**src/sv/set_associative_cache_lru_unit_macros.svh**
```systemverilog
// Assertion macros for the set-associative cache unit.
// Used by the back end module; no other dependencies.
`ifndef SET_ASSOCIATIVE_CACHE_LRU_UNIT_MACROS_SVH
`define SET_ASSOCIATIVE_CACHE_LRU_UNIT_MACROS_SVH
`ifndef SYNTH
`define SACL_ASSERT(lbl, prop) \
	lbl: assert property (@(posedge clk) disable iff (!arst_n) prop) \
		else $error("cache assertion failed");
`define SACL_ASSERT_NEXT(lbl, ante, cons) \
	lbl: assert property (@(posedge clk) disable iff (!arst_n) (ante) |=> (cons)) \
		else $error("cache assertion failed");
`else
`define SACL_ASSERT(lbl, prop)
`define SACL_ASSERT_NEXT(lbl, ante, cons)
`endif
`endif

```
**src/sv/sacl_pkg.sv**
```systemverilog
// Shared types and constants of the set-associative cache unit.
// No dependencies.
`timescale 1ns / 1ps

package sacl_pkg;

	localparam int SET_BITS_DEF   = 6;
	localparam int WAYS_DEF       = 4;
	localparam int BLOCK_BITS_DEF = 5;
	localparam int WORD_BYTES     = 4;

	localparam logic [2:0] OP_LOOKUP = 3'd0;
	localparam logic [2:0] OP_VICTIM = 3'd1;
	localparam logic [2:0] OP_REFILL = 3'd2;
	localparam logic [2:0] OP_FILL   = 3'd3;
	localparam logic [2:0] OP_READ   = 3'd4;
	localparam logic [2:0] OP_WRITE  = 3'd5;

	localparam logic [1:0] KIND_STATUS = 2'd0;
	localparam logic [1:0] KIND_READ   = 2'd1;
	localparam logic [1:0] KIND_WB     = 2'd2;
	localparam logic [1:0] KIND_ACK    = 2'd3;

	typedef struct packed {
		logic [2:0]  op;
		logic [63:0] address;
		logic [31:0] word_in;
		logic        victim_dirty;
		logic [31:0] now;
	} in_t;

	typedef struct packed {
		logic [1:0]  kind;
		logic        hit;
		logic [1:0]  way;
		logic [31:0] word_out;
		logic [63:0] memory_address;
		logic        last;
	} out_t;

	typedef enum logic [2:0] {
		CMD_LOOKUP,
		CMD_VICTIM,
		CMD_REFILL,
		CMD_STORE,
		CMD_LOAD
	} cmd_kind_t;

	typedef struct packed {
		cmd_kind_t   kind;
		logic [63:0] address;
		logic [31:0] word;
		logic        dirty;
		logic [31:0] now;
	} cmd_t;

	typedef struct packed {
		logic valid;
		cmd_t cmd;
	} qhead_t;

endpackage

```
**src/sv/sacl_front.sv**
```systemverilog
// Front end: accepts request transfers, decodes the operation and queues commands.
// Depends on sacl_pkg.
`timescale 1ns / 1ps

module sacl_front (
	input  logic           clk,
	input  logic           arst_n,
	input  logic           request_valid,
	output logic           request_stall,
	input  sacl_pkg::in_t  request,
	output sacl_pkg::qhead_t head,
	input  logic           head_pop
);

	sacl_pkg::cmd_t entry_q [2];
	logic           wr_q;
	logic           rd_q;
	logic [1:0]     cnt_q;
	logic           known;
	logic           push;
	sacl_pkg::cmd_t cmd;

	always_comb begin
		known        = 1'b1;
		cmd.kind     = sacl_pkg::CMD_LOOKUP;
		cmd.address  = request.address;
		cmd.word     = request.word_in;
		cmd.dirty    = request.victim_dirty;
		cmd.now      = request.now;
		case (request.op)
			sacl_pkg::OP_LOOKUP: cmd.kind = sacl_pkg::CMD_LOOKUP;
			sacl_pkg::OP_VICTIM: cmd.kind = sacl_pkg::CMD_VICTIM;
			sacl_pkg::OP_REFILL: cmd.kind = sacl_pkg::CMD_REFILL;
			sacl_pkg::OP_FILL:   cmd.kind = sacl_pkg::CMD_STORE;
			sacl_pkg::OP_WRITE:  cmd.kind = sacl_pkg::CMD_STORE;
			sacl_pkg::OP_READ:   cmd.kind = sacl_pkg::CMD_LOAD;
			default:             known = 1'b0;
		endcase
	end

	assign request_stall = (cnt_q == 2'd2);
	// Unknown operations are taken and dropped: they have no effect.
	assign push       = request_valid && !request_stall && known;
	assign head.valid = (cnt_q != 2'd0);
	assign head.cmd   = entry_q[rd_q];

	always_ff @(posedge clk) begin
		if (push) begin
			entry_q[wr_q] <= cmd;
		end
	end

	always_ff @(posedge clk or negedge arst_n) begin
		if (!arst_n) begin
			wr_q  <= 1'b0;
			rd_q  <= 1'b0;
			cnt_q <= 2'd0;
		end else begin
			if (push) begin
				wr_q <= !wr_q;
			end
			if (head_pop) begin
				rd_q <= !rd_q;
			end
			if (push && !head_pop) begin
				cnt_q <= cnt_q + 2'd1;
			end else if (!push && head_pop) begin
				cnt_q <= cnt_q - 2'd1;
			end
		end
	end

endmodule

```
**config.mk**
```make
export PLATFORM = sky130hd
export DESIGN_NAME = sacl_front
export DESIGN_NICKNAME = d
export VERILOG_FILES = /design/src/sv/set_associative_cache_lru_unit_macros.svh /design/src/sv/sacl_pkg.sv /design/src/sv/sacl_front.sv
export SDC_FILE = /design/constraint.sdc
export NUM_CORES = 1
export LEC_CHECK = 0
export ABC_AREA = 1
export BUFFER_PORTS_ARGS = -buffer_cell sky130_fd_sc_hd__buf_2
export CORE_ASPECT_RATIO = 0.6
export CORE_MARGIN = 2
export CORE_UTILIZATION = 54
export CTS_BUF_LIST = sky130_fd_sc_hd__clkbuf_8
export DETAILED_ROUTE_END_ITERATION = 10
export GPL_TIMING_DRIVEN = 0
export PLACE_DENSITY = 0.86
export SLEW_MARGIN = 15
export SYNTH_ARGS = -nofsm -noshare
export SYNTH_HDL_FRONTEND = slang
export SYNTH_SLANG_ARGS = --single-unit
```
**constraint.sdc**
```tcl
create_clock -name clk -period 9.9 [get_ports clk]
set_clock_uncertainty 0.1 [all_clocks]
set_input_delay 1.485 -clock clk [delete_from_list [all_inputs] [get_ports clk]]
set_output_delay 1.485 -clock clk [all_outputs]
set_load 0.01 [all_outputs]
```
# Word-level counts from Yosys, hierarchy flattened
# Memory sizes are Yosys's and may differ from the RTL's.
# Index checks and enable logic that the tools add are counted.
[word_totals] register_bits=4 mem_bits_rw=264 output_inout_bits=134 elab_cells=32 mem_count=1
[op_classes] n_addsub=2 n_eq_ne=6 muxes=6 reduce_logical=14
[mem_list] name="entry_q" depth=2 width=132 rd=1 rd_ports_with_merged_regs=0 write_ports=1 line="sacl_front.sv:15" rtl="sacl_pkg::cmd_t entry_q [2];"
[op_table] operator="$pmux 3 s4" count=1
[op_table] operator="$eq 3x2->1 const B" count=2
[op_table] operator="$eq 3x3->1 const B" count=2
[op_table] operator="$reduce_or 6->1" count=1
[op_table] operator="$logic_not 1->1" count=5
[op_table] operator="$logic_and 1x1->1" count=4
[op_table] operator="$mux 2" count=2
[op_table] operator="$reduce_bool 2->1" count=2
[op_table] operator="$eq 3x1->1 const B" count=1
[op_table] operator="$logic_not 3->1" count=1
[op_table] operator="$mux 1" count=3
[op_table] operator="$add 2x1->2 const B" count=1
[op_table] operator="$eq 2x2->1 const B" count=1
[op_table] operator="$reduce_or 2->1" count=1
[op_table] operator="$sub 2x1->2 const B" count=1

# Logic depth before layout (Yosys ltp)
[logic_depth] depth_word=8 ltp_mapped=10 mapped_depth_nobuf=10

# Worst setup path before layout
# OpenSTA, ideal clock, no wires.
[synth_path] path_kind="input to register" start="in request[131] in the netlist's numbering" end="mem entry_q[1][0] in the netlist's numbering (enable)" setup_time_ns=0.625 t_arrival_ns=7.187 path_slack_ns=1.988 path_stages=3 n_path_buf=0 cell_sequence="nand2_1 -> nand3_1 -> nor2_1"
[synth_between] elab_chain_len=6 word_cells_on_any_way=11 classes_between="eq/ne (5); mux (3); reduce/logical (3)"
[synth_rtl] item="start, declared" line="sacl_front.sv:10" rtl="input sacl_pkg::in_t request,"
[synth_rtl] item="$eq 3x3->1 (tied with other cells)" line="sacl_front.sv:30" rtl="case (request.op)"
[synth_rtl] item="$reduce_or 6->1 (no source line) *"
[synth_rtl] item="$mux 1 *" line="sacl_front.sv:30"
[synth_rtl] item="$logic_and 1x1->1 *" line="sacl_front.sv:43" rtl="assign push = request_valid && !request_stall && known;"
[synth_rtl] item="$mux 1 *" line="sacl_front.sv:48" rtl="if (push) begin"
[synth_rtl] item="$mux 1 (implied by the code) *" line="sacl_front.sv:49" rtl="entry_q[wr_q] <= cmd;"
[synth_rtl] item="end, declared" line="sacl_front.sv:15"
# Every way passes the cells marked *; elsewhere a longest branch is shown, timed or not.

==> metrics.txt <==
Final Hold Viols 0; layout cells sized above 1 59.37%; Final Net Count roughly 900; sequential cell area fraction in the yosys report roughly four fifths; average wire per cell in the routed design 19.55 µm; Layout Area Growth over Synthesis 24.85%; full die area 0.01977 mm²; initial DRC count 308; Tmin final about 3.4 ns; max_cap viols 0; most frequent cells in the layout 275 x buf_2, 264 x edfxtp_1, 70 x mux2_4, 62 x mux2_2, 41 x clkbuf_8; max_slew headroom about 57%; RSZ-0062 raised after global routing false; Bufs on Longest Clock Path 3; final period utilization 34.57%; sequential share of power 44.3%; Die Y between 100 and 150 µm; vias per std cell a little over 5; HPWL after DPL roughly 14000 µm; area of the mapped netlist 0.01006 mm²; PostCTS Resize Cnt 0; largest area contributor in the netlist edfxtp_1; Core ar. roughly 0.018 mm²; Worst setup SP type flip-flop; fin. max-slew vios 0; synth unique cells 17; first-pass GRT wire length 29740 µm; Worst path most repeated cell buf_6; Req. time, crit path roughly 8.3 ns; grt ovf 0; root buffer selected by CTS clkbuf_8; WL met3 1876 µm; P_int about 0.0024 W; die width 180.2 µm; Tot Pwr 0.003450 W; CTS Buf Count 38; highest routed layer met5; Remaining DRCs 0; CP peak stage delay around 0.35 ns; Gate Count Post-Synth 447; CTS hold repair buffers 0; Crit. End Element primary output; Yosys warnings 0; Fillers approximately 1100; GRT Total Usage between 10% and 20%; number of global-route vias before repair around 5500; Slew @ Worst Pin about 0.64 ns; Crit path arrival time between 1.5 and 2 ns; Post-CTS Setup Bufs 0; Max stage delay cell, worst path dfrtp_1; worst vdd ir about 0.00019 V; clk sinks roughly 270; CP Max Fanout 10; TritonCTS clock tree done; Antenna Nets Post-Route 0; # diodes 0; most common cell after layout, fill and taps aside buf_2; Clk Latency, worst-skew pair between 0.4 and 0.5 ns; Leak around 5 nW; CP Cell Sequence buf_6 -> buf_6 -> buf_6 -> mux2_4 -> buf_2; GPL Wtd Cong about 0.79; PD cells around 270 mW/mm²; Max Freq just under 0.3 GHz; sw frac 29.29%; flip-flop and latch count after synthesis around 270; Logic pwr share between 30 and 40%; Reg clk slew, reported paths around 0.06 ns; WHS just over 0.4 ns; antenna violations before repair 1; clock network fraction of total power 22.9%; status finished, final reports clean; largest net degree at the start of global routing 70; Initial Util a little under three fifths; Rows 38; WL final ~20000 µm; Final Setup Violations 0; Yosys top cell area share 78.81%; Avg Cell Area, Syn 22.50 µm²; IO Count 270; Synthesized Nets ~580; M1 WL 8133 µm; switching pwr just over 0.001 W; critical path class reg -> out; port bufs approximately 270; via count roughly 5200; worst hold-check path type reg -> reg; most area-consuming cells after synthesis edfxtp_1 79%, mux2_4 10%, mux2_2 6.9%; H-tree depth 2; DR pass1 iterations 5; met2 routed WL ~9800 µm
-- critical path: cells and delay by family, from the launching register on --
family / cells / cell delay (ns)
mux: 1 / 0.32
buf+inv: 4 / 0.67
flops: 1 / 0.35
-- cell type report --
class	count	area [µm²]	area share, %
repair buffers	275	1489	11.86
well taps	240	300.3	2.391
plain buffers	15	131.4	1.046
inverters	10	42.54	0.3387
multi-input cells	154	1871	14.89
clock inverters	27	133.9	1.066
clock buffers	41	564.3	4.493
flip-flops and latches	268	8028	63.92
-- path summary, 6_finish.rpt --
kind                       startpoint             end  slack (ns)  depth (start not counted)
setup / recovery                 rd_q        head[71]        6.48                          5
hold reg to reg                  wr_q            wr_q        0.40                          2
hold / removal                   wr_q            wr_q        0.40                          2
max in group asynchronous      arst_n        cnt_q[0]        8.89                          1
setup reg to reg             cnt_q[0]  entry_q[1][73]        7.66                          7
min in group asynchronous      arst_n        cnt_q[1]        0.69                          1
-- logic make-up after synthesis --
kind of cell | after synthesis | share of synthesized area, %
flops | 268 | 79.80
mux | 132 | 17.39
buf+inv | 25 | 1.679
simple gates | 18 | 0.7835
xor+xnor | 2 | 0.1742
compound gates | 1 | 0.04970
fa+ha+maj | 1 | 0.1244
-- metrics by stage --
stage / cell area [µm²] / utilization, % / setup slack (ns) / std cells / TNS [ns]
after floorplan: 10060 / - / 1.988 / 447 / 0
after global placement: 11710 / 64.45 / -0.4597 / 956 / -58.72
after detailed placement: 11860 / 65.31 / 6.502 / 962 / 0
after CTS: 12560 / 69.15 / 6.417 / 1030 / 0
after global routing: 12560 / 69.15 / 6.396 / 1030 / 0
final: 12560 / 69.15 / 6.477 / 1030 / 0
-- state kept, by name, indices dropped and copies added, names as in the netlist --
name / count
wr_q: 1
cnt_q: 2
rd_q: 1
entry_q: 264
-- per-layer routing --
metal	GRT usage [%]	vias to the layer above
met5	0	-
met4	5.472	2
met3	7.221	24
met2	32.85	246
met1	24.52	2571
li1	-	2398
-- synth_stat cells (all sizes together) --
library cell  count
o21ai             1
xnor2             1
ha                1
edfxtp          264
nor2              3
buf              15
nand4             2
xor2              1
nor3              1
nand2             9
inv              10
nand3             2
mux2            132
dfrtp             4
and2              1
-- power by group through the flow --
| stage | combinational, W | clock (W) | sequential [W] |
|---|---|---|---|
| 2_1_floorplan | 0.000725 | 0 | 0.00157 |
| 4_1_cts | 0.00114 | 0.000811 | 0.00153 |
| 5_1_grt | 0.00120 | 0.000859 | 0.00154 |
| 3_3_place_gp | 0.00107 | 0 | 0.00159 |
| 6_report | 0.00113 | 0.000790 | 0.00153 |
| 3_5_place_dp | 0.00113 | 0 | 0.00155 |
(Power assumes the default switching activity.)
